**config.mk**
```make
export PLATFORM = sky130hd
export DESIGN_NAME = nau_select
export DESIGN_NICKNAME = d
export VERILOG_FILES = /design/src/hdl/nau_pkg.sv /design/src/hdl/nau_select.sv
export VERILOG_INCLUDE_DIRS = /design/src /design/src/hdl
export SDC_FILE = /design/constraint.sdc
export NUM_CORES = 1
export LEC_CHECK = 0
export ABC_AREA = 1
export BUFFER_PORTS_ARGS = -buffer_cell sky130_fd_sc_hd__buf_2
export CAP_MARGIN = 20
export CORE_UTILIZATION = 44
export DETAILED_ROUTE_END_ITERATION = 7
export PLACE_DENSITY = 0.78
export SETUP_SLACK_MARGIN = 0.05
export SYNTH_ARGS = -nofsm -noshare
export SYNTH_HDL_FRONTEND = slang
export SYNTH_SLANG_ARGS = --single-unit
```
**constraint.sdc**
```tcl
create_clock -name i_clk -period 1.9 [get_ports i_clk]
set_clock_uncertainty 0.15 [all_clocks]
set_input_delay 0.19 -clock i_clk [delete_from_list [all_inputs] [get_ports i_clk]]
set_output_delay 0.19 -clock i_clk [all_outputs]
set_load 0.02 [all_outputs]
```
**src/hdl/neural_activation_unit_macros.svh**
```systemverilog
// Assertion macros for the activation unit.
// Used by nau_front and nau_select; no other dependencies.
`ifndef NEURAL_ACTIVATION_UNIT_MACROS_SVH
`define NEURAL_ACTIVATION_UNIT_MACROS_SVH

// same-cycle implication, off while in reset
`define NAU_ASSERT_NOW(label, clk, rst_n, ante, cons, msg) \
    label: assert property (@(posedge clk) disable iff (!(rst_n)) (ante) |-> (cons)) \
        else $error(msg);

// next-cycle implication, off while in reset
`define NAU_ASSERT_NEXT(label, clk, rst_n, ante, cons, msg) \
    label: assert property (@(posedge clk) disable iff (!(rst_n)) (ante) |=> (cons)) \
        else $error(msg);

`endif

```
**src/hdl/nau_pkg.sv**
```systemverilog
// Package for the activation unit: widths, command codes, pipeline structs
// and the sigmoid lookup table. No dependencies.
package nau_pkg;

    localparam int X_W           = 16;
    localparam int Y_W           = 16;
    localparam int CMD_W         = 3;
    localparam int LEAK_W        = 13;
    localparam int FRAC_BITS     = 12;
    localparam int TABLE_ENTRIES = 64;
    localparam int IDX_W         = $clog2(TABLE_ENTRIES);
    localparam int RR_W          = X_W - IDX_W;
    localparam int LUT_W         = FRAC_BITS;
    localparam int SIG_W         = FRAC_BITS + 1;
    localparam int DIFF_W        = 8;
    localparam int PROD_W        = DIFF_W + RR_W;
    localparam int NEG_W         = X_W;
    localparam int LPROD_W       = NEG_W + LEAK_W;
    localparam int LKM_W         = LPROD_W + 1 - FRAC_BITS;
    localparam int SQ_W          = 2 * SIG_W;
    localparam int RND_W         = SQ_W + 1 - FRAC_BITS;
    localparam int ACC_W         = 20;

    localparam logic [SIG_W-1:0]  ONE_SIG    = SIG_W'(1 << FRAC_BITS);
    localparam logic [SIG_W-1:0]  HALF_SIG   = SIG_W'(1 << (FRAC_BITS - 1));
    localparam logic [LEAK_W-1:0] LEAK_RESET = LEAK_W'(41);
    localparam logic signed [X_W-1:0] X_MIN  = {1'b1, {(X_W-1){1'b0}}};
    localparam logic signed [X_W-1:0] X_MAX  = {1'b0, {(X_W-1){1'b1}}};

    typedef enum logic [CMD_W-1:0] {
        CMD_SIG    = 3'd0,
        CMD_DSIG   = 3'd1,
        CMD_DTANH  = 3'd2,
        CMD_RELU   = 3'd3,
        CMD_DRELU  = 3'd4,
        CMD_LEAKY  = 3'd5,
        CMD_DLEAKY = 3'd6
    } t_cmd;

    typedef struct packed {
        logic [CMD_W-1:0]     cmd;
        logic signed [X_W-1:0] x;
    } t_side;

    typedef struct packed {
        t_side              side;
        logic [SIG_W-1:0]   sig;
        logic [SIG_W-1:0]   op_a;
        logic [SIG_W-1:0]   op_b;
        logic [LKM_W-1:0]   leak_mag;
    } t_front;

    typedef struct packed {
        t_side              side;
        logic [SIG_W-1:0]   sig;
        logic [LKM_W-1:0]   leak_mag;
        logic [SQ_W-1:0]    sq;
    } t_back;

    // round(4096 * sigmoid(-8 + k/4)), k = 0..64
    function automatic logic [LUT_W-1:0] sig_lut(input logic [IDX_W:0] k);
        logic [LUT_W-1:0] v;
        case (k)
            7'd0:  v = 12'd1;    7'd1:  v = 12'd2;    7'd2:  v = 12'd2;
            7'd3:  v = 12'd3;    7'd4:  v = 12'd4;    7'd5:  v = 12'd5;
            7'd6:  v = 12'd6;    7'd7:  v = 12'd8;    7'd8:  v = 12'd10;
            7'd9:  v = 12'd13;   7'd10: v = 12'd17;   7'd11: v = 12'd21;
            7'd12: v = 12'd27;   7'd13: v = 12'd35;   7'd14: v = 12'd45;
            7'd15: v = 12'd58;   7'd16: v = 12'd74;   7'd17: v = 12'd94;
            7'd18: v = 12'd120;  7'd19: v = 12'd153;  7'd20: v = 12'd194;
            7'd21: v = 12'd246;  7'd22: v = 12'd311;  7'd23: v = 12'd391;
            7'd24: v = 12'd488;  7'd25: v = 12'd606;  7'd26: v = 12'd747;
            7'd27: v = 12'd912;  7'd28: v = 12'd1102; 7'd29: v = 12'd1314;
            7'd30: v = 12'd1546; 7'd31: v = 12'd1793; 7'd32: v = 12'd2048;
            7'd33: v = 12'd2303; 7'd34: v = 12'd2550; 7'd35: v = 12'd2782;
            7'd36: v = 12'd2994; 7'd37: v = 12'd3184; 7'd38: v = 12'd3349;
            7'd39: v = 12'd3490; 7'd40: v = 12'd3608; 7'd41: v = 12'd3705;
            7'd42: v = 12'd3785; 7'd43: v = 12'd3850; 7'd44: v = 12'd3902;
            7'd45: v = 12'd3943; 7'd46: v = 12'd3976; 7'd47: v = 12'd4002;
            7'd48: v = 12'd4022; 7'd49: v = 12'd4038; 7'd50: v = 12'd4051;
            7'd51: v = 12'd4061; 7'd52: v = 12'd4069; 7'd53: v = 12'd4075;
            7'd54: v = 12'd4079; 7'd55: v = 12'd4083; 7'd56: v = 12'd4086;
            7'd57: v = 12'd4088; 7'd58: v = 12'd4090; 7'd59: v = 12'd4091;
            7'd60: v = 12'd4092; 7'd61: v = 12'd4093; 7'd62: v = 12'd4094;
            7'd63: v = 12'd4094; 7'd64: v = 12'd4095;
            default: v = '0;
        endcase
        return v;
    endfunction

endpackage

```
**src/hdl/nau_select.sv**
```systemverilog
// Result stage: picks the function value, saturates, output register.
// Depends on nau_pkg and neural_activation_unit_macros.svh.
`include "neural_activation_unit_macros.svh"

module nau_select
    import nau_pkg::*;
(
    input  logic                  i_clk,
    input  logic                  i_rst_n,
    input  logic [LEAK_W-1:0]     i_leak_slope,
    input  logic                  i_valid,
    output logic                  o_ready,
    input  t_back                 i_back,
    output logic                  o_valid,
    input  logic                  i_ready,
    output logic signed [Y_W-1:0] o_y
);

    logic                    r_v;
    logic signed [Y_W-1:0]   r_y;
    logic                    en, load, pos;
    logic [SQ_W:0]           n_sum;
    logic [RND_W-1:0]        n_rnd;
    logic signed [ACC_W-1:0] n_acc;
    logic signed [Y_W-1:0]   n_y;

    assign en      = !r_v || i_ready;
    assign load    = en && i_valid;
    assign o_ready = en;
    assign o_valid = r_v;
    assign o_y     = r_y;

    always_comb begin
        pos   = !i_back.side.x[X_W-1] && (i_back.side.x != '0);
        n_sum = {1'b0, i_back.sq} + (SQ_W+1)'(1 << (FRAC_BITS - 1));
        n_rnd = n_sum[SQ_W:FRAC_BITS];
        case (t_cmd'(i_back.side.cmd))
            CMD_SIG:    n_acc = ACC_W'(i_back.sig);
            CMD_DSIG:   n_acc = ACC_W'(n_rnd);
            CMD_DTANH:  n_acc = ACC_W'(ONE_SIG) - ACC_W'(n_rnd);
            CMD_RELU:   n_acc = pos ? ACC_W'(i_back.side.x) : '0;
            CMD_DRELU:  n_acc = pos ? ACC_W'(ONE_SIG) : '0;
            CMD_LEAKY:  n_acc = pos ? ACC_W'(i_back.side.x) : -ACC_W'(i_back.leak_mag);
            CMD_DLEAKY: n_acc = pos ? ACC_W'(ONE_SIG) : ACC_W'(i_leak_slope);
            default:    n_acc = '0;
        endcase
        if (n_acc > ACC_W'(X_MAX)) begin
            n_y = X_MAX;
        end else if (n_acc < ACC_W'(X_MIN)) begin
            n_y = X_MIN;
        end else begin
            n_y = Y_W'(n_acc);
        end
    end

    always_ff @(posedge i_clk) begin
        if (!i_rst_n) begin
            r_v <= 1'b0;
        end else if (en) begin
            r_v <= i_valid;
        end
        if (load) begin
            r_y <= n_y;
        end
    end

    `NAU_ASSERT_NEXT(a_drelu, i_clk, i_rst_n, load && i_back.side.cmd == CMD_DRELU, r_y == '0 || r_y == Y_W'(ONE_SIG), "drelu not 0 or 1")
    `NAU_ASSERT_NEXT(a_dtanh, i_clk, i_rst_n, load && i_back.side.cmd == CMD_DTANH, !r_y[Y_W-1], "dtanh negative")
    `NAU_ASSERT_NEXT(a_dsig, i_clk, i_rst_n, load && i_back.side.cmd == CMD_DSIG, r_y <= Y_W'(1 << (FRAC_BITS - 2)), "dsigmoid above 0.25")

endmodule
```
* Word-level counts from Yosys, hierarchy flattened
Cells that the tools add are included.
** Storage, ports and cells
- Latch bits :: 0
- Memories :: 0
- ROM bits :: 0
- Output and inout port bits :: 18
- Input bits :: 93
- Word-level logic and storage cells :: 26
- Bits in writable memories :: 0
- Bits in registers :: 17
** Cells by class
- $mul :: 0
- Div/mod/pow operators :: 0
- Reductions and logical operators :: 7
- Bitwise gates (word level) :: 0
- Magnitude comparators :: 2
- Equal/unequal tests :: 6
- Add/sub/neg operators :: 3
- Muxes and demuxes :: 6
- Shifts and indexed selects :: 0
** Operators with widths (number)
- one-hot mux 20 bit (7 select lines) :: 1
- 2-to-1 mux 20 bit :: 2
- adder 26 x 12 -> 27 bit, second input constant :: 1
- 2-to-1 mux 13 bit :: 2
- greater-than comparator 20 x 16 -> 1 bit, second input constant :: 1
- < comparator 20 x 16 -> 1 bit, second input constant :: 1
- negator 18 -> 20 bit :: 1
- 2-to-1 mux 16 bit :: 1
- nonzero test 16 bit :: 1
- subtractor 13 x 15 -> 16 bit, first input constant :: 1
- equality test 3 bit, second input constant :: 3
- equality test 3 x 2 -> 1 bit, second input constant :: 2
- equality test 3 x 1 -> 1 bit, second input constant :: 1
- logical NOT 3 bit :: 1
- logical AND 1 bit :: 2
- logical NOT 1 bit :: 2
- logical OR 1 bit :: 1

* Longest topological paths before layout
- Word-level depth :: 6
- Mapped depth :: 17
- Gate-level depth less buffers :: 17

* Least setup slack after synthesis
Ideal clock, no wire load.
- Path type :: input port to flip-flop
- Start point :: input port i_back[11] (netlist bit)
- End point :: register r_y[4] (netlist: o_y[4]) (data pin)
- Library setup time :: 0.258 ns
- Cell stages on the path :: 13
- Arrival time :: 1.617 ns
- Buffers on the path :: 0
- Data required time :: 1.492 ns
- Slack :: -0.126 ns
- Path through :: ha_1 nand2_1 nor2_4 nand2_1 nand2_1 nor2_2 nand2_2 nor2_4 nand3_1 nand3_2 o31ai_1 nor2_4 nor2_1
** On the way
- Longest elaborated chain between the ends :: 5
- Elaborated cells on any way between the ends :: 6
- Classes of those cells :: add/sub (2); order compare (2); mux (2)
** RTL lines
- from (decl) :: RTL line nau_select.sv:13 : input t_back i_back,
- adder 26 x 12 -> 27 bit * :: RTL line nau_select.sv:35 : n_sum = {1'b0, i_back.sq} + (SQ_W+1)'(1 << (FRAC_BITS - 1));
- subtractor 13 x 15 -> 16 bit :: RTL line nau_select.sv:40 : CMD_DTANH: n_acc = ACC_W'(ONE_SIG) - ACC_W'(n_rnd);
- one-hot mux 20 bit (7 select lines) * :: RTL line nau_select.sv:37 : case (t_cmd'(i_back.side.cmd))
- < comparator 20 x 16 -> 1 bit :: RTL line nau_select.sv:49 : end else if (n_acc < ACC_W'(X_MIN)) begin
- 2-to-1 mux 16 bit :: RTL line nau_select.sv:49
- to (signal assigned) :: RTL line nau_select.sv:63 : r_y <= n_y;
- to (decl) :: RTL line nau_select.sv:20 : logic signed [Y_W-1:0] r_y;
Mark *: on every way between the ends. The rest lies on a longest branch, timed or not.
A chain may end at the register's enable or synchronous reset.

* Worst setup path after layout
- Start point :: input port i_back[13] (netlist bit)
- End point :: register r_y[7] (netlist: o_y[7]) (data pin)
Same word-level chain as after synthesis.

==> results.yml <==
global_routing:
  grt_pass1_vias: 3531
  antenna_found_initial: 0
  track_usage_pct: 30.18
  grt_pass1_wl_um: 14920
  grt-ovfl-total: 0
  grt_max_degree: 17
synth:
  synth_warnings: 0
  yosys-top-cells-area: "nand2_1, edfxtp_1, nor2_1"
  synth-edff-count: 16
  syn_nets: 546
  yosys.area_share.adder_pct: 1.484
  ys_ff_latch: 17
  synth-simple-area-share_pct: 49.16
  synth_cells: 450
  async_flop_share_pct: 0
  syn_area_mm2: 0.002530
  avgSynthCellArea_um2: 5.622
  synth_top_area_share_pct: 20.62
  synth_top_family_by_area: "simple AND/OR/NAND/NOR gates"
  synth_compound_area_share_pct: 18.79
  muxShareOfSynthArea_pct: 0
  yosys.area.top_type: "nand2_1"
  synth_ff_type: "edfxtp_1"
  synth_xor_area_share_pct: 1.385
  yosysUniqueCellTypes: 39
  ys_seq_area_share_pct: 19.78
layout:
  fill_cells: 431
  multi_input_area_mm2: 0.002088
  final_cell_mix: "nand2_1, buf_4, buf_2, nor2_1, inv_1"
  antenna_cells: 0
  layout_commonest_cell: "nand2_1"
  seqCellArea_um2: 500.5
  fin_nets: 750
  drive_gt1_share_pct: 43.64
  syn2layout_area_growth_pct: 68.25
clocking:
  ctsLongestPathBuffers: 2
  clock-sinks: 17
  cts_buffers: 3
  holdBufCountCts: 0
  htree_levels: 1
  insertion_delay_ps: 240
  clk_pin_slew_ps: 60
  cts_tree: "built"
  clockRootBuffer: "clkbuf_8"
place:
  io_buffers: 99
  dp_hpwl_um: 7561
  gp_congestion: 0.9846
  place_ws_ps: -417.6
timing:
  setup_violations: 15
  fin_setup_tns_ps: -759.5
  worst_slew_pin_slew_ps: 394.6
  finalCritPeriodShare_pct: 103.5
  maxSlewHeadroom_pct: 73.01
  rsz0062_at_grt: "yes"
  fin_crit_ps: 1967
  fmax_mhz: 508.3
  slew_viol_final: 0
  hold_viol: 0
  fin_ws_ps: -67.25
power:
  power_frac_seq_pct: 31.2
  p_int_mw: 0.9409
  power_leakage_nw: 2.128
  swShare_pct: 36.47
  power_frac_clock_pct: 17.3
  power_density_mw_per_mm2: 348.0
  switching_power_mw: 0.5402
  combPwrFrac_pct: 51.5
  ir_worst_vdd_mv: 0.3724
critical_path:
  cp_data_arrival_time_ps: 1820
  start_kind: "input port"
  worst-path-max-fanout: 4
  criticalPathCategory: "in -> reg"
  r2r_start: "o_valid"
  required_ps: 1750
  worstSetupStartpoint: "i_back[13]"
  cp-end-kind: "flip-flop"
routing:
  first_iter_violations: 358
  first_pass_iters: 5
  ant_nets: 0
  post-route-drc-count: 0
  post_drt_wl_per_cell_um: 12.99
  viasPerCell: 5.354
  drt-total-wl_um: 9421
  vias: 3882
outcome:
  violations: "negative setup slack"
  status: "finished with violations"
worst_hold_path:
  hp-start: "i_rst_n"
  hp-class: "in -> reg"
floorplanning:
  die_area_mm2: 0.006057
  chipHeight_um: 77.83
  rows: 27
  core_mm2: 0.005540
  io_pins: 111
  initial_core_util_pct: 45.66
  dieWidth_um: 77.83
job:
  maxCapViolCount: 0
routing by layer:
layer / track usage, % / up-vias / part of all wire [%]
li1: - / 1908 / -
met1: 39.10 / 1768 / 42
met2: 53.36 / 182 / 50
met3: 2.235 / 24 / 6.6
met4: 8.302 / 0 / 1.7
met5: 0 / - / 0
synthesized netlist by cell type (all sizes together), types with 2 or more instances:
library cell,number
nand2,144
a31oi,4
nand3b,2
nor2,78
a21oi,24
edfxtp,16
o2111ai,2
nand4,4
a221oi,2
a211oi,3
clkbuf,5
inv,57
o21ai,26
nand3,51
nor3,8
ha,3
o211ai,5
xor2,4
registers in the layout, summed over array words and instances (netlist names):
name     count
o_y         16
o_valid      1
layout make-up:
type,count,share of cell area (%)
Clock buffer,4,1.058
Timing Repair Buffer,204,30.89
Multi-Input combinational cell,371,49.06
Sequential cell,17,11.76
Inverter,57,5.115
Tap cell,72,2.116
worst max-delay path, cell delays in order:
cell and delay, ps:
buf_2 140, inv_2 60, nor2_2 180, nand2_2 140
xor2_2 240, nand2_1 160, buf_4 170, o211ai_1 180
o211ai_1 170, nand2_1 130, nand2_2 50
power groups by stage:
| stage | clock network, mW | logic (mW) | registers [mW] |
|---|---|---|---|
| 2_1_floorplan | 0 | 0.285 | 0.516 |
| 3_3_place_gp | 0 | 0.677 | 0.468 |
| 3_5_place_dp | 0 | 0.693 | 0.470 |
| 4_1_cts | 0.255 | 0.721 | 0.463 |
| 5_1_grt | 0.274 | 0.829 | 0.464 |
| 6_report | 0.257 | 0.763 | 0.462 |
stage by stage:
step	cells	utilization (%)	hold slack, ps	instance area (µm²)	power, mW
after global placement	712	70.84	297.4	3925	1.146
after floorplan	450	-	193.8	2635	0.8014
after detailed placement	712	70.84	307.9	3925	1.163
after CTS	724	74.35	51.70	4119	1.439
final	725	76.83	48.48	4257	1.481
after global routing	725	76.83	45.65	4257	1.567
worst paths after layout:
check / slack (ps) / cells past startpoint / endpoint
setup / recovery: -70 / 11 / o_y[7]
setup reg to reg: 700 / 2 / o_y[7]
hold reg to reg: 380 / 2 / o_valid
hold / removal: 50 / 2 / o_valid
what timing repair did:
| action | 4_1_cts | 5_1_grt |
|---|---|---|
| pin swaps | 24 | 17 |
| cloned | 1 | 0 |
| endpoints found under the setup margin | 16 | 16 |
| setup buffers | 7 | 2 |
| hold endpoints to repair | 0 | 0 |
| resized for setup | 18 | 35 |
logic make-up after synthesis:
group / after synthesis
xor gates and xnor gates: 4
AOI/OAI and AO/OA: 75
buffers and inverters: 63
and+or+nand+nor: 288
DFF: 17
adders and majority gates: 3
No activity file was read; power rests on OpenSTA's default activity.
