`config.mk`:
```
export PLATFORM = sky130hd
export DESIGN_NAME = nau_square
export DESIGN_NICKNAME = d
export VERILOG_FILES = /design/src/hdl/neural_activation_unit_macros.svh /design/src/hdl/nau_pkg.sv /design/src/hdl/nau_square.sv
export SDC_FILE = /design/constraint.sdc
export NUM_CORES = 1
export LEC_CHECK = 0
export BUFFER_PORTS_ARGS = -buffer_cell sky130_fd_sc_hd__buf_2
export CAP_MARGIN = 40
export CORE_UTILIZATION = 55
export DETAILED_ROUTE_END_ITERATION = 7
export GPL_TIMING_DRIVEN = 0
export PLACE_DENSITY = 0.8
export SLEW_MARGIN = 0
export SYNTH_ARGS = -nofsm -noshare
export SYNTH_HDL_FRONTEND = slang
export SYNTH_SLANG_ARGS = --single-unit
export TNS_END_PERCENT = 20
```
`constraint.sdc`:
```
create_clock -name i_clk -period 14.44 [get_ports i_clk]
set_input_delay 2.166 -clock i_clk [delete_from_list [all_inputs] [get_ports i_clk]]
set_output_delay 2.166 -clock i_clk [all_outputs]
set_load 0.1 [all_outputs]
```
`src/hdl/neural_activation_unit_macros.svh`:
```
// Assertion macros for the activation unit.
// Used by nau_front and nau_select; no other dependencies.
`ifndef NEURAL_ACTIVATION_UNIT_MACROS_SVH
`define NEURAL_ACTIVATION_UNIT_MACROS_SVH

// same-cycle implication, off while in reset
`define NAU_ASSERT_NOW(label, clk, rst_n, ante, cons, msg) \
    label: assert property (@(posedge clk) disable iff (!(rst_n)) (ante) |-> (cons)) \
        else $error(msg);

// next-cycle implication, off while in reset
`define NAU_ASSERT_NEXT(label, clk, rst_n, ante, cons, msg) \
    label: assert property (@(posedge clk) disable iff (!(rst_n)) (ante) |=> (cons)) \
        else $error(msg);

`endif

```
`src/hdl/nau_pkg.sv`:
```
// Package for the activation unit: widths, command codes, pipeline structs
// and the sigmoid lookup table. No dependencies.
package nau_pkg;

    localparam int X_W           = 16;
    localparam int Y_W           = 16;
    localparam int CMD_W         = 3;
    localparam int LEAK_W        = 13;
    localparam int FRAC_BITS     = 12;
    localparam int TABLE_ENTRIES = 64;
    localparam int IDX_W         = $clog2(TABLE_ENTRIES);
    localparam int RR_W          = X_W - IDX_W;
    localparam int LUT_W         = FRAC_BITS;
    localparam int SIG_W         = FRAC_BITS + 1;
    localparam int DIFF_W        = 8;
    localparam int PROD_W        = DIFF_W + RR_W;
    localparam int NEG_W         = X_W;
    localparam int LPROD_W       = NEG_W + LEAK_W;
    localparam int LKM_W         = LPROD_W + 1 - FRAC_BITS;
    localparam int SQ_W          = 2 * SIG_W;
    localparam int RND_W         = SQ_W + 1 - FRAC_BITS;
    localparam int ACC_W         = 20;

    localparam logic [SIG_W-1:0]  ONE_SIG    = SIG_W'(1 << FRAC_BITS);
    localparam logic [SIG_W-1:0]  HALF_SIG   = SIG_W'(1 << (FRAC_BITS - 1));
    localparam logic [LEAK_W-1:0] LEAK_RESET = LEAK_W'(41);
    localparam logic signed [X_W-1:0] X_MIN  = {1'b1, {(X_W-1){1'b0}}};
    localparam logic signed [X_W-1:0] X_MAX  = {1'b0, {(X_W-1){1'b1}}};

    typedef enum logic [CMD_W-1:0] {
        CMD_SIG    = 3'd0,
        CMD_DSIG   = 3'd1,
        CMD_DTANH  = 3'd2,
        CMD_RELU   = 3'd3,
        CMD_DRELU  = 3'd4,
        CMD_LEAKY  = 3'd5,
        CMD_DLEAKY = 3'd6
    } t_cmd;

    typedef struct packed {
        logic [CMD_W-1:0]     cmd;
        logic signed [X_W-1:0] x;
    } t_side;

    typedef struct packed {
        t_side              side;
        logic [SIG_W-1:0]   sig;
        logic [SIG_W-1:0]   op_a;
        logic [SIG_W-1:0]   op_b;
        logic [LKM_W-1:0]   leak_mag;
    } t_front;

    typedef struct packed {
        t_side              side;
        logic [SIG_W-1:0]   sig;
        logic [LKM_W-1:0]   leak_mag;
        logic [SQ_W-1:0]    sq;
    } t_back;

    // round(4096 * sigmoid(-8 + k/4)), k = 0..64
    function automatic logic [LUT_W-1:0] sig_lut(input logic [IDX_W:0] k);
        logic [LUT_W-1:0] v;
        case (k)
            7'd0:  v = 12'd1;    7'd1:  v = 12'd2;    7'd2:  v = 12'd2;
            7'd3:  v = 12'd3;    7'd4:  v = 12'd4;    7'd5:  v = 12'd5;
            7'd6:  v = 12'd6;    7'd7:  v = 12'd8;    7'd8:  v = 12'd10;
            7'd9:  v = 12'd13;   7'd10: v = 12'd17;   7'd11: v = 12'd21;
            7'd12: v = 12'd27;   7'd13: v = 12'd35;   7'd14: v = 12'd45;
            7'd15: v = 12'd58;   7'd16: v = 12'd74;   7'd17: v = 12'd94;
            7'd18: v = 12'd120;  7'd19: v = 12'd153;  7'd20: v = 12'd194;
            7'd21: v = 12'd246;  7'd22: v = 12'd311;  7'd23: v = 12'd391;
            7'd24: v = 12'd488;  7'd25: v = 12'd606;  7'd26: v = 12'd747;
            7'd27: v = 12'd912;  7'd28: v = 12'd1102; 7'd29: v = 12'd1314;
            7'd30: v = 12'd1546; 7'd31: v = 12'd1793; 7'd32: v = 12'd2048;
            7'd33: v = 12'd2303; 7'd34: v = 12'd2550; 7'd35: v = 12'd2782;
            7'd36: v = 12'd2994; 7'd37: v = 12'd3184; 7'd38: v = 12'd3349;
            7'd39: v = 12'd3490; 7'd40: v = 12'd3608; 7'd41: v = 12'd3705;
            7'd42: v = 12'd3785; 7'd43: v = 12'd3850; 7'd44: v = 12'd3902;
            7'd45: v = 12'd3943; 7'd46: v = 12'd3976; 7'd47: v = 12'd4002;
            7'd48: v = 12'd4022; 7'd49: v = 12'd4038; 7'd50: v = 12'd4051;
            7'd51: v = 12'd4061; 7'd52: v = 12'd4069; 7'd53: v = 12'd4075;
            7'd54: v = 12'd4079; 7'd55: v = 12'd4083; 7'd56: v = 12'd4086;
            7'd57: v = 12'd4088; 7'd58: v = 12'd4090; 7'd59: v = 12'd4091;
            7'd60: v = 12'd4092; 7'd61: v = 12'd4093; 7'd62: v = 12'd4094;
            7'd63: v = 12'd4094; 7'd64: v = 12'd4095;
            default: v = '0;
        endcase
        return v;
    endfunction

endpackage

```
`src/hdl/nau_square.sv`:
```
// Multiplier stage: s*(1-s) or |t|*|t| product, registered.
// Depends on nau_pkg.
module nau_square
    import nau_pkg::*;
(
    input  logic   i_clk,
    input  logic   i_rst_n,
    input  logic   i_valid,
    output logic   o_ready,
    input  t_front i_front,
    output logic   o_valid,
    input  logic   i_ready,
    output t_back  o_back
);

    logic  r_v;
    t_back r_back;
    logic  en;

    assign en      = !r_v || i_ready;
    assign o_ready = en;
    assign o_valid = r_v;
    assign o_back  = r_back;

    always_ff @(posedge i_clk) begin
        if (!i_rst_n) begin
            r_v <= 1'b0;
        end else if (en) begin
            r_v <= i_valid;
        end
        if (en) begin
            r_back.side     <= i_front.side;
            r_back.sig      <= i_front.sig;
            r_back.leak_mag <= i_front.leak_mag;
            r_back.sq       <= SQ_W'(i_front.op_a * i_front.op_b);
        end
    end

endmodule

```
# --- Word level (Yosys, flattened, before mapping) ---
# Index checks and enable logic that the tools add are counted.
classes:
  n_mul: 1
  reduce_logical: 2
op_table:
  columns: ["cell", "count"]
  rows:
  - ["13-bit by 13-bit multiplier with 26-bit output", 1]
  - ["1-bit zero test", 1]
  - ["1-bit logical OR", 1]
word_totals:
  ff_bits: 77
  elab_cells: 9

# --- Longest topological paths before layout ---
# Gate-level depths: netlist of the first run.
depth:
  ltp_word: 2
  mapped_depth: 21
  mapped_depth_nobuf: 19

# --- Worst setup path after synthesis of the first run ---
# Ideal clock, no wire load.
synth_path:
  path_type: "input to register"
  startpoint: "input i_front[38] (netlist name)"
  endpoint: "register r_back (netlist bit o_back[22]), data pin"
  t_arrival_ns: 6.812
  t_required_ns: 14.175
  path_slack_ns: 7.363
  stages: 19
  n_path_buf: 1
  path_cell_list: "clkbuf_1 -> and2_1 -> fa_1 -> inv_1 -> fa_1 -> inv_1 -> fa_1 -> inv_1 -> fa_1 -> fa_1 -> inv_1 -> ha_1 -> a21oi_4 -> o21ai_1 -> a221o_1 -> a41oi_2 -> a21boi_2 -> o41ai_2 -> xnor2_1"
synth_via:
  elab_chain_cells: 1
synth_rtl:
  columns: ["element", "line", "source"]
  rows:
  - ["from (decl)", "nau_square.sv:10", "input t_front i_front,"]
  - ["13-bit by 13-bit multiplier with 26-bit output", "nau_square.sv:35", "r_back.sq <= SQ_W'(i_front.op_a * i_front.op_b);"]
  - ["to (decl)", "nau_square.sv:17", "t_back r_back;"]
# Every way passes these cells.
# A chain may end at the register's enable or synchronous reset.

# --- Final worst setup path of the first run ---
layout_path:
  startpoint: "input i_front[25] (netlist name)"
  endpoint: "register r_back (netlist bit o_back[23]), data pin"
# Same word-level chain as after synthesis.

==> qor.csv, run 1 <==
metric,value,unit
status,"finished, final reports clean",
Tmin final,7.37,ns
ANT nets after route,0,
die width,123,um
H-tree levels,3,
sequential share of power,0.174,
hold buffer count at CTS,0,
CTS tree,built,
Worst Setup End Kind,flop,
CP most frequent cell,fa_1,
first-pass GRT wire length,28600,um
Via-to-Cell Ratio,5.15,
Post-Synthesis Cells,761,
Max Freq,0.136,GHz
Post-CTS Setup Bufs,0,
CP cell instances,"buf_2, clkbuf_1, nand2_1, fa_1, fa_1, inv_1, fa_1, fa_1, inv_1, fa_1, inv_1, ha_1, clkbuf_1, a21o_1, a31o_2, nor3_1, nand2_1, a21oi_1, nor2_1, o311ai_1",
pre-CTS setup slack,6.71,ns
startpoint type of the worst setup path,input pin,
TNS Setup,0,ns
fin cells,1115,
HP Class,reg2reg,
Initial Util,0.569,
leakage,4.77,nW
critical path's slowest cell,clkbuf_1,
Required @ worst endpoint,14.61,ns
Comb pwr share,0.716,
internal power,0.992,mW
Iter 0 DRT Violations,330,
deepest clock path buffer count,2,
synthesized net count,1033,
Avg WL per Cell,15.3,um
die area,15000,sq um
boundary pin count,158,
Crit path largest cell delay,0.53,ns
switching part of the total,0.526,
I/O Buffers,157,
first-pass iteration count of the detailed router,4,
Clock Skews,0.00946,ns
RSZ-0062 raised after global routing,no,
ANT cells,0,
post-synthesis cell type count,41,
Worst Path Max Fanout,10,
Total GRT Usage,0.252,
pwr/cell area,224,nW/um^2
crit path kind,in2reg,
DP Wirelength,14000,um
CTS Buf Count,9,
setup violators final,0,
row cnt,43,
GR Util met2,0.404,
Clock Sink Count,77,
Netlist Area Pre-Place,7990,sq um
largest net degree at the start of global routing,55,
number of max-cap violations,0,
placed cell count,1099,
crit path DAT,7.54,ns
Clk pwr share,0.111,
GR Util met1,0.323,
final period utilization,0.510,
clk slew on worst S/H paths,0.06,ns
Main synth FF type,edfxtp_1,
critical path's top delay family,adder cells,
Slew @ Worst Pin,0.670,ns
YS warnings,0,
Synth-to-Final Area Change,16.9,%
r2r setup slk,13.16,ns
fraction of layout cells with a size suffix above 1,0.195,
final-stage net count,1202,
post_cts resized,0,
final worst slack,7.07,ns
switching power,1.10,mW
Core ar.,14000,sq um
gpl congestion,0.892,
vias in the first global route,6092,
Slew HR,0.554,
Die Ht,123,um
register area share after synthesis,0.288,
"FF+latch count, synth",77,
Max IR drop VDD,0.206,mV
"EDFF count, synth",76,
initial antenna violation count,0,
"Hold Vio Cnt, Final",0,
worst-skew pair later-pin latency,0.35,ns
number of remaining DRC errors,0,
busiest grt layer,met2,
Max Transition Viols Final,0,
overall routed net length,17100,um
GRT overflow,0,
routed vias,5747,
Root Driver,clkbuf_16,
met3 usage,0.0581,
WP buf/inv,6,
asr flop ratio synth,0,
Syn Area/Cell,10.5,sq um
-- through the flow --
| step | hold slack [ns] | cell area (sq um) | power, mW | utilization |
|---|---|---|---|---|
| 2_1_floorplan | 2.26 | 7990 | 1.58 | - |
| 3_3_place_gp | 2.34 | 9000 | 1.83 | 0.641 |
| 3_5_place_dp | 0.832 | 9040 | 1.87 | 0.644 |
| 4_1_cts | 0.842 | 9340 | 2.11 | 0.665 |
| 5_1_grt | 0.896 | 9340 | 2.30 | 0.665 |
| 6_report | 0.808 | 9340 | 2.09 | 0.665 |
-- worst min-delay path, delay by kind of cell (launching register included) --
family	cells	cell delay, ns
flops	1	0.33
compound gates	1	0.13
simple gates	1	0.29
-- cell families (layout without fill, tap and decap cells) --
logic type                 count (synthesis)  count (layout)  synth area share
adders and majority gates                192             192             0.414
and+or+nand+nor                          216             216             0.136
DFF                                       77              77             0.288
buffers and inverters                    207             381            0.0972
xor gates and xnor gates                  19              19            0.0208
AOI/OAI and AO/OA                         50              50            0.0441
-- layer usage --
layer | up-vias | wire [um]
met5 | - | 0
met4 | 0 | 602
met3 | 36 | 1440
met2 | 242 | 8140
met1 | 2790 | 6920
li1 | 2679 | -
-- worst paths after layout --
kind | to | start | cells after the start
max | o_back[23] | i_front[25] | 20
min | o_valid | o_valid | 2
max reg2reg | o_back[6] | o_valid | 2
min reg2reg | o_valid | o_valid | 2
-- power groups by stage --
stage	Sequential [mW]	Combinational, mW	Clock [mW]
floorplan	0.691	0.888	0
global placement	0.367	1.46	0
detailed placement	0.368	1.50	0
CTS	0.364	1.51	0.240
finish	0.363	1.50	0.232
global route	0.367	1.69	0.247
-- layout by cell type (no fill, tap or decap), types with 12 or more instances in the layout --
cell type and instances:
a21oi_1 16, and2_1 83, buf_2 157, clkbuf_1 30, edfxtp_1 76, fa_1 121, ha_1 71, inv_1 177
nand2_1 96, xnor2_1 12
-- registers in the layout, indices dropped and copies added (netlist names) --
| name | cells |
|---|---|
| o_valid | 1 |
| o_back | 76 |
-- cell type report --
class	instances	area, sq um
Clock inverter	7	80.1
Tap cell	180	225
Inverter	177	664
Sequential cell	77	2300
Fill cell	1115	4700
Multi-Input combinational cell	477	4920
Clock buffer	9	225
Buffer	30	113
Timing Repair Buffer	158	813
-- synthesized netlist by cell type, types with 5 or more instances --
cell type / number / area [sq um]
xnor2_1: 12 / 105
nor2_1: 9 / 33.8
clkbuf_1: 30 / 113
edfxtp_1: 76 / 2280
o21ai_0: 7 / 35.0
inv_1: 177 / 664
a21o_1: 8 / 60.1
and2_1: 83 / 519
nand2_1: 96 / 360
fa_1: 121 / 2420
ha_1: 71 / 888
nor3_1: 5 / 25.0
xor2_1: 7 / 61.3
a21oi_1: 16 / 80.1
Note: power is estimated with default switching activity, not from simulation.
==> run 2, diff against run 1 <==
ABC_AREA = 1   (was default)
PLACE_DENSITY = 0.79   (was 0.8)
clock period = 6.8 ns   (was 14.44 ns; I/O delays follow)
==> run 2 against run 1 <==
Largest cell class unchanged; combinational power is 150% higher; worst hold slack gained 0.053 ns; utilization down 1.4 points; critical path type unchanged; sequential share of layout area decreased by 1.3 points; final area rose by 5.6%; clock power is 94% higher; critical path depth unchanged; first-iteration DRC count is 3.0% lower.
==> qor.csv, run 2 <==
metric,value,unit
Netlist Area Pre-Place,8530,sq um
Die Ht,127,um
fillcell total,1234,
Worst path depth,20,
crit path DAT,5.76,ns
final period utilization,0.834,
Root Driver,clkbuf_16,
Max IR drop VDD,0.313,mV
synthesized net count,1268,
hold depth,1,
pre-CTS setup slack,0.873,ns
Avg WL per Cell,14.4,um
hold buffer count at CTS,0,
fin cells,1358,
ANT cells,0,
I/O Buffers,157,
hold_ws,0.861,ns
Via-to-Cell Ratio,4.93,
Core ar.,15100,sq um
Iter 0 DRT Violations,320,
leakage,5.85,nW
max reg flops,76,
"Core Util, Final",0.652,
Synth-to-Final Area Change,15.7,%
ANT nets after route,0,
Slew HR,0.531,
Tmin final,5.67,ns
post-synthesis cell type count,24,
Max Freq,0.176,GHz
placed cell count,1342,
CP most frequent cell,nand2_1,
Worst Setup End Kind,flop,
HP Class,in2reg,
first-pass iteration count of the detailed router,5,
worst-skew pair later-pin latency,0.33,ns
Synth area leaders,"fa_1 (28%), edfxtp_1 (27%), inv_1 (14%), nand2_1 (13%), ha_1 (10%)",
Required @ worst endpoint,6.89,ns
Synth area leader,fa_1,
post_cts resized,0,
H-tree levels,3,
register area share after synthesis,0.270,
post-synth top area share,0.284,
status,"finished, final reports clean",
"FF+latch count, synth",77,
TNS Setup,0,ns
Post-CTS Setup Bufs,0,
startpoint type of the worst setup path,input pin,
pwr/cell area,501,nW/um^2
die area,16000,sq um
"Hold Vio Cnt, Final",0,
Clock Sink Count,77,
deepest clock path buffer count,2,
WP buf/inv,5,
vias in the first global route,6952,
"commonest non-fill, non-tap cells in the layout","inv_1 (315), nand2_1 (297), buf_2 (157)",
commonest cells in the netlist,"inv_1 (315), nand2_1 (298), fa_1 (121), edfxtp_1 (76), ha_1 (71)",
asr flop ratio synth,0,
first-pass GRT wire length,32500,um
Syn Area/Cell,8.56,sq um
Post-Synthesis Cells,996,
RSZ-0062 raised after global routing,no,
YS warnings,0,
setup violators final,0,
CTS Buf Count,9,
Total GRT Usage,0.261,
final worst slack,1.13,ns
gpl congestion,0.908,
worst r2r path cells,2,
largest net degree at the start of global routing,46,
Clock Skews,0.00838,ns
boundary pin count,158,
"commonest non-fill, non-tap cell in the layout",inv_1,
critical path's top delay family,adder cells,
GRT overflow,0,
Main synth FF type,edfxtp_1,
CTS tree,built,
CP cell instances,"buf_2, clkbuf_1, nand2_1, fa_1, fa_1, fa_1, inv_1, fa_1, inv_1, fa_1, inv_1, ha_1, nand2_1, nand2_1, a21oi_1, nand3_1, nand2_1, nand2_1, nand2_1, nand2_1",
fraction of layout cells with a size suffix above 1,0.163,
initial antenna violation count,0,
number of max-cap violations,0,
Worst Path Max Fanout,10,
final-stage net count,1437,
overall routed net length,19500,um
most common cell in the netlist,inv_1,
"EDFF count, synth",76,
Slew @ Worst Pin,0.703,ns
Initial Util,0.563,
Max Transition Viols Final,0,
critical path's slowest cell,fa_1,
routed vias,6691,
Crit path largest cell delay,0.60,ns
crit path kind,in2reg,
clk slew on worst S/H paths,0.07,ns
die width,127,um
number of remaining DRC errors,0,
DP Wirelength,16400,um
row cnt,45,
run 2: cell types whose count changed after synthesis, moves of 5 or more:
cell / change
a21o_1: -8
inv_1: +138
nor2_1: +9
o21ai_0: -7
xnor2_1: -10
a21oi_1: -5
nand2_2: +6
nand3_1: +17
and2_1: -81
nand2_1: +202
run 2: worst paths after layout:
kind	slack (ns)	endpoint	from
setup reg to reg	5.49	o_back[16]	o_valid
setup / recovery	1.13	o_back[22]	i_front[38]
hold reg to reg	0.89	o_back[61]	o_valid
hold / removal	0.86	o_back[58]	i_front[58]
run 2: area by class of cell:
type / instances / area, sq um / area share
buffer: 26 / 97.6 / 0.00989
sequential: 77 / 2300 / 0.233
inverter: 316 / 1190 / 0.120
clock buffer: 9 / 225 / 0.0228
clock inverter: 7 / 63.8 / 0.00647
multi-input combinational: 577 / 4950 / 0.502
timing repair buffer: 158 / 806 / 0.0817
tap: 188 / 235 / 0.0238
run 2: cells by family (layout without fill, tap and decap cells):
logic type	count (synthesis)	count (layout)	synth area share
simple gates	358	358	0.169
buf+inv	342	516	0.150
fa+ha+maj	192	192	0.388
flops	77	77	0.270
compound gates	15	15	0.0101
xor+xnor	12	12	0.0123
run 2: through the flow:
stage	total power [mW]	instance area, sq um
after floorplan	3.69	8530
after global placement	4.40	9550
after detailed placement	4.49	9580
after CTS	4.96	9870
after global routing	5.45	9870
final	4.94	9870
run 2: metal layers:
layer  global-route usage  vias up  share of wire
li1                     -     3192              -
met1                0.303     3151           0.38
met2                0.466      298           0.50
met3               0.0548       50          0.088
met4                0.113        0          0.035
met5                    0        -              0
run 2: worst reg2reg max path: cells and delay by family, from the launching register on:
family,cells,cell delay [ns]
and+or+nand+nor,1,0.34
DFF,1,0.33
buffers and inverters,1,0.30
run 2: power by group:
| group | internal (mW) | switching (mW) | total [mW] |
|---|---|---|---|
| registers | 0.741 | 0.0194 | 0.760 |
| clock network | 0.256 | 0.195 | 0.451 |
| logic | 1.11 | 2.63 | 3.73 |
