`config.mk`:
```
export PLATFORM = sky130hd
export DESIGN_NAME = nau_front
export DESIGN_NICKNAME = d
export VERILOG_FILES = /design/src/hdl/nau_pkg.sv /design/src/hdl/nau_front.sv
export VERILOG_INCLUDE_DIRS = /design/src /design/src/hdl
export SDC_FILE = /design/constraint.sdc
export NUM_CORES = 1
export LEC_CHECK = 0
export BUFFER_PORTS_ARGS = -buffer_cell sky130_fd_sc_hd__buf_2
export CAP_MARGIN = 5
export CORE_MARGIN = 2
export CORE_UTILIZATION = 40
export CTS_CLUSTER_DIAMETER = 100
export DETAILED_ROUTE_END_ITERATION = 8
export GPL_TIMING_DRIVEN = 0
export PLACE_DENSITY = 0.57
export SETUP_SLACK_MARGIN = 0.05
export SLEW_MARGIN = 20
export SYNTH_ARGS = -nofsm -noshare
export SYNTH_HDL_FRONTEND = slang
export SYNTH_SLANG_ARGS = --single-unit
```
`constraint.sdc`:
```
create_clock -name i_clk -period 7.4 [get_ports i_clk]
set_input_delay 0.74 -clock i_clk [delete_from_list [all_inputs] [get_ports i_clk]]
set_output_delay 0.74 -clock i_clk [all_outputs]
set_load 0.01 [all_outputs]
```
`src/hdl/neural_activation_unit_macros.svh`:
```
// Assertion macros for the activation unit.
// Used by nau_front and nau_select; no other dependencies.
`ifndef NEURAL_ACTIVATION_UNIT_MACROS_SVH
`define NEURAL_ACTIVATION_UNIT_MACROS_SVH

// same-cycle implication, off while in reset
`define NAU_ASSERT_NOW(label, clk, rst_n, ante, cons, msg) \
    label: assert property (@(posedge clk) disable iff (!(rst_n)) (ante) |-> (cons)) \
        else $error(msg);

// next-cycle implication, off while in reset
`define NAU_ASSERT_NEXT(label, clk, rst_n, ante, cons, msg) \
    label: assert property (@(posedge clk) disable iff (!(rst_n)) (ante) |=> (cons)) \
        else $error(msg);

`endif

```
`src/hdl/nau_pkg.sv`:
```
// Package for the activation unit: widths, command codes, pipeline structs
// and the sigmoid lookup table. No dependencies.
package nau_pkg;

    localparam int X_W           = 16;
    localparam int Y_W           = 16;
    localparam int CMD_W         = 3;
    localparam int LEAK_W        = 13;
    localparam int FRAC_BITS     = 12;
    localparam int TABLE_ENTRIES = 64;
    localparam int IDX_W         = $clog2(TABLE_ENTRIES);
    localparam int RR_W          = X_W - IDX_W;
    localparam int LUT_W         = FRAC_BITS;
    localparam int SIG_W         = FRAC_BITS + 1;
    localparam int DIFF_W        = 8;
    localparam int PROD_W        = DIFF_W + RR_W;
    localparam int NEG_W         = X_W;
    localparam int LPROD_W       = NEG_W + LEAK_W;
    localparam int LKM_W         = LPROD_W + 1 - FRAC_BITS;
    localparam int SQ_W          = 2 * SIG_W;
    localparam int RND_W         = SQ_W + 1 - FRAC_BITS;
    localparam int ACC_W         = 20;

    localparam logic [SIG_W-1:0]  ONE_SIG    = SIG_W'(1 << FRAC_BITS);
    localparam logic [SIG_W-1:0]  HALF_SIG   = SIG_W'(1 << (FRAC_BITS - 1));
    localparam logic [LEAK_W-1:0] LEAK_RESET = LEAK_W'(41);
    localparam logic signed [X_W-1:0] X_MIN  = {1'b1, {(X_W-1){1'b0}}};
    localparam logic signed [X_W-1:0] X_MAX  = {1'b0, {(X_W-1){1'b1}}};

    typedef enum logic [CMD_W-1:0] {
        CMD_SIG    = 3'd0,
        CMD_DSIG   = 3'd1,
        CMD_DTANH  = 3'd2,
        CMD_RELU   = 3'd3,
        CMD_DRELU  = 3'd4,
        CMD_LEAKY  = 3'd5,
        CMD_DLEAKY = 3'd6
    } t_cmd;

    typedef struct packed {
        logic [CMD_W-1:0]     cmd;
        logic signed [X_W-1:0] x;
    } t_side;

    typedef struct packed {
        t_side              side;
        logic [SIG_W-1:0]   sig;
        logic [SIG_W-1:0]   op_a;
        logic [SIG_W-1:0]   op_b;
        logic [LKM_W-1:0]   leak_mag;
    } t_front;

    typedef struct packed {
        t_side              side;
        logic [SIG_W-1:0]   sig;
        logic [LKM_W-1:0]   leak_mag;
        logic [SQ_W-1:0]    sq;
    } t_back;

    // round(4096 * sigmoid(-8 + k/4)), k = 0..64
    function automatic logic [LUT_W-1:0] sig_lut(input logic [IDX_W:0] k);
        logic [LUT_W-1:0] v;
        case (k)
            7'd0:  v = 12'd1;    7'd1:  v = 12'd2;    7'd2:  v = 12'd2;
            7'd3:  v = 12'd3;    7'd4:  v = 12'd4;    7'd5:  v = 12'd5;
            7'd6:  v = 12'd6;    7'd7:  v = 12'd8;    7'd8:  v = 12'd10;
            7'd9:  v = 12'd13;   7'd10: v = 12'd17;   7'd11: v = 12'd21;
            7'd12: v = 12'd27;   7'd13: v = 12'd35;   7'd14: v = 12'd45;
            7'd15: v = 12'd58;   7'd16: v = 12'd74;   7'd17: v = 12'd94;
            7'd18: v = 12'd120;  7'd19: v = 12'd153;  7'd20: v = 12'd194;
            7'd21: v = 12'd246;  7'd22: v = 12'd311;  7'd23: v = 12'd391;
            7'd24: v = 12'd488;  7'd25: v = 12'd606;  7'd26: v = 12'd747;
            7'd27: v = 12'd912;  7'd28: v = 12'd1102; 7'd29: v = 12'd1314;
            7'd30: v = 12'd1546; 7'd31: v = 12'd1793; 7'd32: v = 12'd2048;
            7'd33: v = 12'd2303; 7'd34: v = 12'd2550; 7'd35: v = 12'd2782;
            7'd36: v = 12'd2994; 7'd37: v = 12'd3184; 7'd38: v = 12'd3349;
            7'd39: v = 12'd3490; 7'd40: v = 12'd3608; 7'd41: v = 12'd3705;
            7'd42: v = 12'd3785; 7'd43: v = 12'd3850; 7'd44: v = 12'd3902;
            7'd45: v = 12'd3943; 7'd46: v = 12'd3976; 7'd47: v = 12'd4002;
            7'd48: v = 12'd4022; 7'd49: v = 12'd4038; 7'd50: v = 12'd4051;
            7'd51: v = 12'd4061; 7'd52: v = 12'd4069; 7'd53: v = 12'd4075;
            7'd54: v = 12'd4079; 7'd55: v = 12'd4083; 7'd56: v = 12'd4086;
            7'd57: v = 12'd4088; 7'd58: v = 12'd4090; 7'd59: v = 12'd4091;
            7'd60: v = 12'd4092; 7'd61: v = 12'd4093; 7'd62: v = 12'd4094;
            7'd63: v = 12'd4094; 7'd64: v = 12'd4095;
            default: v = '0;
        endcase
        return v;
    endfunction

endpackage

```
`src/hdl/nau_front.sv`:
```
// Front pipeline: argument prep and table read, interpolation and leak
// products, sigmoid sum and multiplier operands. Depends on nau_pkg and neural_activation_unit_macros.svh.
`include "neural_activation_unit_macros.svh"

module nau_front
    import nau_pkg::*;
(
    input  logic              i_clk,
    input  logic              i_rst_n,
    input  logic [LEAK_W-1:0] i_leak_slope,
    input  logic              i_valid,
    output logic              o_ready,
    input  t_side             i_side,
    output logic              o_valid,
    input  logic              i_ready,
    output t_front            o_front
);

    // stage A
    logic                  r_a_v;
    t_side                 r_a_side;
    logic [LUT_W-1:0]      r_a_lo;
    logic [DIFF_W-1:0]     r_a_d;
    logic [RR_W-1:0]       r_a_rr;
    logic                  r_a_zero;
    logic [NEG_W-1:0]      r_a_neg;
    // stage B
    logic                  r_b_v;
    t_side                 r_b_side;
    logic [LUT_W-1:0]      r_b_lo;
    logic                  r_b_zero;
    logic [PROD_W-1:0]     r_b_prod;
    logic [LPROD_W-1:0]    r_b_lprod;
    // stage C
    logic                  r_c_v;
    t_front                r_c;

    logic en_a, en_b, en_c;
    logic signed [X_W-1:0] n_arg;
    logic [X_W-1:0]        n_off;
    logic [IDX_W-1:0]      n_idx;
    logic [LUT_W-1:0]      n_lo, n_hi;
    logic [PROD_W:0]       n_rnd;
    logic [SIG_W-1:0]      n_sig;
    logic [SIG_W-1:0]      n_mag;
    logic [LPROD_W:0]      n_lrnd;
    t_front                n_c;

    assign en_c    = !r_c_v || i_ready;
    assign en_b    = !r_b_v || en_c;
    assign en_a    = !r_a_v || en_b;
    assign o_ready = en_a;
    assign o_valid = r_c_v;
    assign o_front = r_c;

    // sigmoid argument: 2x saturated for the tanh derivative
    always_comb begin
        if (i_side.cmd == CMD_DTANH) begin
            if (i_side.x[X_W-1] != i_side.x[X_W-2]) begin
                n_arg = i_side.x[X_W-1] ? X_MIN : X_MAX;
            end else begin
                n_arg = {i_side.x[X_W-2:0], 1'b0};
            end
        end else begin
            n_arg = i_side.x;
        end
        n_off = n_arg ^ X_MIN;  // offset binary: arg + 8.0
        n_idx = n_off[X_W-1:RR_W];
        n_lo  = sig_lut({1'b0, n_idx});
        n_hi  = sig_lut({1'b0, n_idx} + (IDX_W+1)'(1));
    end

    always_ff @(posedge i_clk) begin
        if (!i_rst_n) begin
            r_a_v <= 1'b0;
        end else if (en_a) begin
            r_a_v <= i_valid;
        end
        if (en_a) begin
            r_a_side <= i_side;
            r_a_lo   <= n_lo;
            r_a_d    <= DIFF_W'(n_hi - n_lo);
            r_a_rr   <= n_off[RR_W-1:0];
            r_a_zero <= (n_off == '0);
            r_a_neg  <= NEG_W'(~i_side.x + 1'b1);
        end
    end

    always_ff @(posedge i_clk) begin
        if (!i_rst_n) begin
            r_b_v <= 1'b0;
        end else if (en_b) begin
            r_b_v <= r_a_v;
        end
        if (en_b) begin
            r_b_side  <= r_a_side;
            r_b_lo    <= r_a_lo;
            r_b_zero  <= r_a_zero;
            r_b_prod  <= PROD_W'(r_a_d * r_a_rr);
            r_b_lprod <= LPROD_W'(r_a_neg * i_leak_slope);
        end
    end

    always_comb begin
        n_rnd  = {1'b0, r_b_prod} + (PROD_W+1)'(1 << (RR_W - 1));
        n_sig  = r_b_zero ? '0
                          : SIG_W'(r_b_lo) + SIG_W'(n_rnd[PROD_W:RR_W]);
        n_mag  = (n_sig >= HALF_SIG) ? SIG_W'({n_sig, 1'b0} - {1'b0, ONE_SIG})
                                     : SIG_W'({1'b0, ONE_SIG} - {n_sig, 1'b0});
        n_lrnd = {1'b0, r_b_lprod} + (LPROD_W+1)'(1 << (FRAC_BITS - 1));
        n_c.side     = r_b_side;
        n_c.sig      = n_sig;
        n_c.leak_mag = n_lrnd[LPROD_W:FRAC_BITS];
        if (r_b_side.cmd == CMD_DTANH) begin
            n_c.op_a = n_mag;
            n_c.op_b = n_mag;
        end else begin
            n_c.op_a = n_sig;
            n_c.op_b = ONE_SIG - n_sig;
        end
    end

    always_ff @(posedge i_clk) begin
        if (!i_rst_n) begin
            r_c_v <= 1'b0;
        end else if (en_c) begin
            r_c_v <= r_b_v;
        end
        if (en_c) begin
            r_c <= n_c;
        end
    end

    `NAU_ASSERT_NOW(a_sig_range, i_clk, i_rst_n, r_c_v, r_c.sig < ONE_SIG, "sigmoid above 1")
    `NAU_ASSERT_NEXT(a_c_hold, i_clk, i_rst_n, r_c_v && !i_ready, r_c_v && $stable(r_c), "stage C lost word")

endmodule

```
# Word-level counts from Yosys, hierarchy flattened
# Memories as Yosys holds them, arrays and structs flattened.
# Cells that the tools add are included.
# word_totals
regBits	224
input_bits	36
word_cells	54
rom_bits	2304
n_memories	2
# classes
n_reduce_logical	7
mul	2
eq_ne	3
n_lt_le_gt_ge	1
muxes	6
bitwise_logic	2
addsub	9
# memory_table
memory	words	width	read_ports	rd_clocked_by_memory_dff	write_ports	line	rtl
(name not given)	128	12	1	0	0	nau_pkg.sv:63	case (k)
(name not given)	64	12	1	0	0	nau_pkg.sv:63	
# op_table
operator	n
16-bit 2-to-1 mux	3
29-bit by 12-bit adder with 30-bit output, second input constant	1
16-bit by 13-bit multiplier with 29-bit output	1
13-bit 2-to-1 mux	2
26-bit 2-to-1 mux	1
13-bit subtractor, first input constant	2
18-bit by 10-bit adder with 19-bit output, second input constant	1
8-bit by 10-bit multiplier with 18-bit output	1
16-bit by 1-bit adder with 16-bit output, second input constant	1
16-bit logical NOT	1
16-bit inverter	1
12-bit by 9-bit adder with 13-bit output	1
13-bit by 12-bit >= comparator with 1-bit output, second input constant	1
13-bit subtractor, second input constant	1
8-bit subtractor	1
6-bit by 1-bit adder with 7-bit output, second input constant	1
3-bit by 2-bit == test with 1-bit output, second input constant	2
1-bit logical NOT	3
1-bit logical OR	3
1-bit inequality test	1
1-bit inverter	1

# Longest topological paths before layout
# Gate-level depths: netlist (run 1).
# An unclocked memory read counts as a cell.
# logic_depth
depth_word	7
depth_mapped	29
ltp_nobuf	24

# Least setup slack after synthesis (run 1)
# Ideal clock, no wire load.
# synth_path
path_type	input -> register
from	input i_leak_slope[9]
to	register r_b_lprod[28], data pin
n_path_buf	1
arrival_ns	5.900
setup_time_ns	0.136
required_time_ns	7.264
path_slack_ns	1.364
stages	19
cell_sequence	clkbuf_1 nand2_1 fa_1 inv_1 fa_1 fa_1 fa_1 inv_1 fa_1 inv_1 ha_1 a21o_1 a21oi_1 nand2_1 o211a_1 a22o_1 o41a_1 or4_1 nand3_1
# synth_via
elab_chain_cells	1
# synth_lines
item	line	rtl
start: declaration	nau_front.sv:10	input logic [LEAK_W-1:0] i_leak_slope,
16-bit by 13-bit multiplier with 29-bit output	nau_front.sv:100	r_b_lprod <= LPROD_W'(r_a_neg * i_leak_slope);
end signal: assignment	nau_front.sv:100	
end: declaration	nau_front.sv:33	logic [LPROD_W-1:0] r_b_lprod;
# No other way between the ends.
# A chain may end at the register's enable or synchronous reset.

# Final worst setup path (run 1)
# layout_path
from	input i_side[14] (netlist bit)
to	register r_a_d[7], data pin
# layout_via
elab_chain_cells	7
elab_cells_between_ends	8
# layout_lines
item	line	rtl
start: declaration	nau_front.sv:13	input t_side i_side,
1-bit inequality test	nau_front.sv:59	if (i_side.x[X_W-1] != i_side.x[X_W-2]) begin
16-bit 2-to-1 mux	nau_front.sv:59	
16-bit 2-to-1 mux (*)	nau_front.sv:58	if (i_side.cmd == CMD_DTANH) begin
1-bit inverter (no source line)	n/a	
6-bit by 1-bit adder with 7-bit output	nau_front.sv:70	n_hi = sig_lut({1'b0, n_idx} + (IDX_W+1)'(1));
memory 128 x 12 bit	n/a	
8-bit subtractor (*)	nau_front.sv:82	r_a_d <= DIFF_W'(n_hi - n_lo);
end signal: assignment	nau_front.sv:82	
end: declaration	nau_front.sv:23	logic [DIFF_W-1:0] r_a_d;
# Every way passes the cells marked *; elsewhere a longest branch is shown, timed or not.

==> run_results.csv, run 1 <==
group,metric,value,unit
die,initial_core_util,40.6,%
die,die_h,224,microns
sta,finalMaxSlewViolations,0,
synth,async_reset_ff_share,0,%
finish,final_util,45.3,%
placed_design,dpl.hpwl,40.9,mm
route,wire_per_inst,19.0,microns
finish,final_common_cell,"inv_1",
route,drc_errors,0,
die,ios,114,
finish,antenna_cells,0,
die,coreArea,0.0478,sq mm
grt,grt-ovfl-total,0,
sta,period_minus_slack,6780,ps
setup_path,worstRegToRegCells,19,
sta,fin_tns_setup,0,ps
synth,synth_nets,2308,
setup_path,crit_path_max_fanout,11,
power,vdd_drop_max,0.226,mV
route,first_pass_iters,6,
synth,yosys_warnings,0,
cts,clockBufferDepth,3,
cts,cts_buffers,25,
synth,synth_cell_types,95,
setup_path,crit_type,"primary input to register",
grt,grt_pass1_wl,82.1,mm
setup_path,crit-reg2reg-capture,"r_b_lprod[28]",
route,vias,14500,
sta,hold_viol,0,
sta,finalCritPeriodShare,91.6,%
cts,cts_setup_buffers,0,
finish,final_cell_mix,"266 x inv_1, 213 x nand2_1, 202 x fa_1",
grt,grt_pass1_vias,14700,
setup_path,worst_ep_required_time,7680,ps
setup_path,start_kind,"primary input",
synth,synthFlopType,"edfxtp_1",
grt,antenna_found_initial,1,
finish,syn_to_final_growth,11.7,%
min_path,hp-start,"i_side[17]",
setup_path,critPathMaxStageDelay,570,ps
placed_design,portBuffers,113,
finish,drive_above_1_share,11.0,%
setup_path,critPathSlowestCell,"o31ai_4",
cts,clkLatencyLatePin,540,ps
power,powerDensity,442,mW/mm^2
synth,syn_inst,1931,
synth,syn_area,0.0194,sq mm
sta,skew,12.7,ps
finish,design_area,0.0217,sq mm
cts,cts-root-buf,"clkbuf_16",
sta,tightestPinTransition,966,ps
die,die_area,0.0503,sq mm
setup_path,crit_path_end_kind,"register",
run_status,outcome,"completed",
min_path,hp-class,"primary input to register",
flow_run,maxCapViolCount,0,
route,viasPerCell,5.35,
synth,yosysSeqAreaShare,31.1,%
grt,gr-usage-all-layers,20.7,%
finish,final.fill_count,4577,
min_path,holdPathStages,1,
setup_path,critPathTopFamily,"buffers and inverters",
sta,whs,391,ps
sta,setup_viol,0,
cts,htreeDepth,1,
route,ant_nets,0,
cts,clk_pin_slew,60,ps
sta,fmaxAchievable,148,MHz
finish,nets,2451,
min_path,holdPathEnd,"r_a_side[17]",
placed_design,placed_cell_area,0.0209,sq mm
sta,slew_headroom,35.4,%
die,die_x,224,microns
setup_path,cp.buffers_inverters,9,
sta,rsz0062_at_grt,"false",
synth,synth-seq-cells,202,
route,drt_iter0_drc,974,
cts,cts_sinks,202,
route,drt_wl_total,51.5,mm
cts,cts_tree,"built",
synth,synth_area_per_cell,10.1,sq um
setup_path,cp.arrival,7060,ps
finish,fin_cells,2707,
power,p_leak,9.71,nW
placed_design,gp_congestion,0.905,
grt,grt_max_degree,49,
setup_path,reg2reg_slack,1040,ps
die,rows,80,
setup_path,reg2reg_from,"r_a_neg[10]",
synth,synth_edf_count,199,
placed_design,placedCellCount,2662,
-- flip-flops by register name (all words and copies together), names as in the netlist --
| signal | cells |
|---|---|
| r_b_lo | 12 |
| r_b_zero | 1 |
| n_c | 19 |
| r_b_lprod | 18 |
| r_b_v | 1 |
| r_a_lo | 12 |
| o_valid | 1 |
| r_a_d | 8 |
| r_a_zero | 1 |
| r_a_side | 19 |
| r_a_neg | 15 |
| r_a_rr | 10 |
| o_front | 75 |
| r_b_prod | 9 |
| r_a_v | 1 |
-- cells in the mapped netlist (16+ instances only) --
cell	count	area share (%)
o211ai_1	18	0.70
mux2i_1	18	0.93
and2_1	148	4.8
nand2_1	214	4.1
nor3_1	33	0.85
nor2_1	87	1.7
a21o_1	18	0.70
fa_1	202	21
a21oi_1	60	1.5
clkbuf_1	62	1.2
xor2_1	27	1.2
a31oi_1	16	0.52
nand3_1	37	0.95
inv_1	267	5.2
edfxtp_1	199	31
o21ai_0	81	2.1
ha_1	139	9.0
xnor2_1	56	2.5
-- metal layers --
layer / up-vias / GRT usage (%) / part of all wire, %
met5: - / 0 / 0.021
met4: 2 / 5.06 / 2.4
met3: 80 / 3.24 / 5.4
met2: 397 / 33.9 / 46
met1: 7234 / 28.9 / 46
li1: 6782 / - / -
-- stage by stage --
stage                     setup WS, ps  power (W)
after CTS                          115    0.00971
after global routing               223     0.0107
after floorplan                   1360    0.00694
final                              621    0.00959
after global placement            -763    0.00829
after detailed placement          -704    0.00843
-- what timing repair did --
action,CTS,global route
setup endpoints to repair,2,2
pin swaps,0,0
resized for setup,1,4
hold buffers,0,0
-- cells by family (layout without fill, tap and decap cells) --
logic type / after synthesis / in the layout / synth area share, %
xor+xnor: 85 / 85 / 3.91
mux: 22 / 22 / 1.22
flops: 202 / 202 / 31.1
fa+ha+maj: 341 / 341 / 29.8
compound gates: 310 / 310 / 10.8
simple gates: 611 / 611 / 15.8
buf+inv: 360 / 521 / 7.38
-- where the power goes --
| part | internal (W) | switching, W |
|---|---|---|
| clock | 0.000722 | 0.000486 |
| sequential | 0.00193 | 0.000186 |
| combinational | 0.00274 | 0.00352 |
-- cell type report --
class                      count  area, sq um  area share (%)
clock inverter                11          143           0.658
buffer                        88          410            1.89
inverter                     272         1030            4.74
clock buffer                  34          679            3.13
sequential                   202         6040            27.8
multi-input combinational   1369        12000            55.2
tap                          615          769            3.55
timing repair buffer         116          641            2.95
-- worst max-delay path by stage --
| stage | startpoint | to | slack (ps) | depth (start not counted) |
|---|---|---|---|---|
| floorplan | i_leak_slope[9] | r_b_lprod[28] | 1360 | 19 |
| global route | i_side[14] | r_a_d[7] | 220 | 27 |
| detailed placement | i_side[14] | r_a_d[7] | -700 | 26 |
| CTS | i_side[14] | r_a_d[7] | 110 | 26 |
| global placement | i_side[14] | r_a_d[7] | -760 | 26 |
| finish | i_side[14] | r_a_d[7] | 620 | 27 |
No activity file was read; power rests on OpenSTA's default activity.
==> inputs of run 2 (changes only) <==
MAX_ROUTING_LAYER = met4   (was unset)
==> run_results.csv, run 2 (synthesis results as in run 1) <==
group,metric,value,unit
sta,finalMaxSlewViolations,0,
finish,drive_above_1_share,11.1,%
die,rows,80,
placed_design,gp_congestion,0.923,
die,initial_core_util,40.6,%
placed_design,pre_cts_slack,-707,ps
grt,grt_max_degree,49,
sta,whs,406,ps
finish,final_common_cell,"inv_1",
cts,cts_tree,"built",
setup_path,crit_path_max_fanout,10,
sta,fin_tns_setup,0,ps
sta,finalCritPeriodShare,93.9,%
placed_design,placedCellCount,2662,
grt,grt-ovfl-total,0,
route,drt_wl_total,51.7,mm
finish,largest_reg_flops,75,
grt,grt_pass1_wl,82.1,mm
route,first_pass_iters,5,
die,die_x,224,microns
placed_design,dpl.hpwl,41.1,mm
min_path,hp-class,"primary input to register",
cts,cts-root-buf,"clkbuf_16",
finish,final_cell_mix,"266 x inv_1, 213 x nand2_1, 202 x fa_1",
cts,clockBufferDepth,3,
die,die_h,224,microns
setup_path,crit_path_end_kind,"register",
power,p_leak,9.74,nW
route,wire_per_inst,19.1,microns
flow_run,maxCapViolCount,0,
route,drc_errors,0,
finish,syn_to_final_growth,11.9,%
die,coreArea,0.0478,sq mm
route,vias,14500,
cts,htreeDepth,1,
grt,grt_pass1_vias,14700,
sta,setup_ws,450,ps
sta,hold_viol,0,
sta,tightestPinTransition,989,ps
setup_path,worst_ep_required_time,7680,ps
power,powerDensity,441,mW/mm^2
sta,period_minus_slack,6950,ps
setup_path,cp.arrival,7230,ps
power,vdd_drop_max,0.224,mV
power,power.total,0.00959,W
route,viasPerCell,5.34,
setup_path,crit_type,"primary input to register",
die,die_area,0.0503,sq mm
die,ios,114,
run_status,outcome,"completed",
sta,fmaxAchievable,144,MHz
finish,nets,2454,
cts,clk_pin_slew,60,ps
grt,antenna_found_initial,1,
setup_path,start_kind,"primary input",
sta,rsz0062_at_grt,"false",
route,drt_iter0_drc,1077,
grt,gr-usage-all-layers,21.3,%
cts,clkLatencyLatePin,540,ps
placed_design,portBuffers,113,
sta,skew,6.99,ps
cts,cts_buffers,25,
finish,fin_cells,2711,
route,ant_nets,0,
sta,setup_viol,0,
cts,cts_sinks,202,
sta,slew_headroom,33.9,%
[run 2: critical path: stages]
cell and delay, ps:
buf_2 180, inv_1 70, ha_1 290, clkbuf_2 180
clkbuf_1 240, nor2b_1 220, o31ai_4 430, ha_1 240
clkbuf_1 350, clkbuf_2 370, inv_1 250, ha_1 410
buf_1 420, clkbuf_2 350, o2111ai_1 200, o211ai_1 130
a21oi_1 130, a311oi_1 540, ha_1 380, o21ai_0 90
nand2b_1 120, a21o_1 190, a21oi_1 230, o21ai_0 160
xor2_1 170, xor2_1 150
[run 2: metal layers]
metal	GRT usage (%)	wire, microns	vias to the layer above
met3	2.47	2760	77
met4	4.76	1100	0
li1	-	-	6790
met2	34.2	24100	431
met1	29.2	23700	7171
met5	-	0	-
[run 2: path summary, 6_finish.rpt]
path / cells past startpoint / endpoint / slack [ps] / startpoint
setup / recovery: 26 / r_a_d[7] / 450 / i_side[14]
hold reg to reg: 0 / r_b_lo[1] / 410 / r_a_lo[1]
setup reg to reg: 20 / r_b_lprod[28] / 1040 / r_a_neg[6]
hold / removal: 1 / r_a_side[17] / 410 / i_side[17]
[run 2: power by group]
group          internal [W]  switching, W
logic               0.00274       0.00349
clock network      0.000767      0.000483
registers           0.00193      0.000182
[run 2: metrics by stage]
step	utilization, %	instance area, sq um
global route	45.4	21700
floorplan	-	19400
global placement	43.4	20800
CTS	45.4	21700
detailed placement	43.6	20900
finish	45.4	21700
[run 2: area by class of cell]
cell class | count | area (sq um)
sequential | 202 | 6040
fill | 4583 | 26100
tap | 615 | 769
timing repair buffer | 119 | 663
inverter | 272 | 1030
clock inverter | 16 | 208
buffer | 88 | 409
multi-input combinational | 1369 | 12000
clock buffer | 29 | 641
antenna | 1 | 2.50
[run 2: repair_timing]
action | 4_1_cts | 5_1_grt
gates resized for setup | 1 | 2
pin swaps | 0 | 1
endpoints found under the setup margin | 2 | 2
hold buffers | 0 | 0
setup buffers | 0 | 3
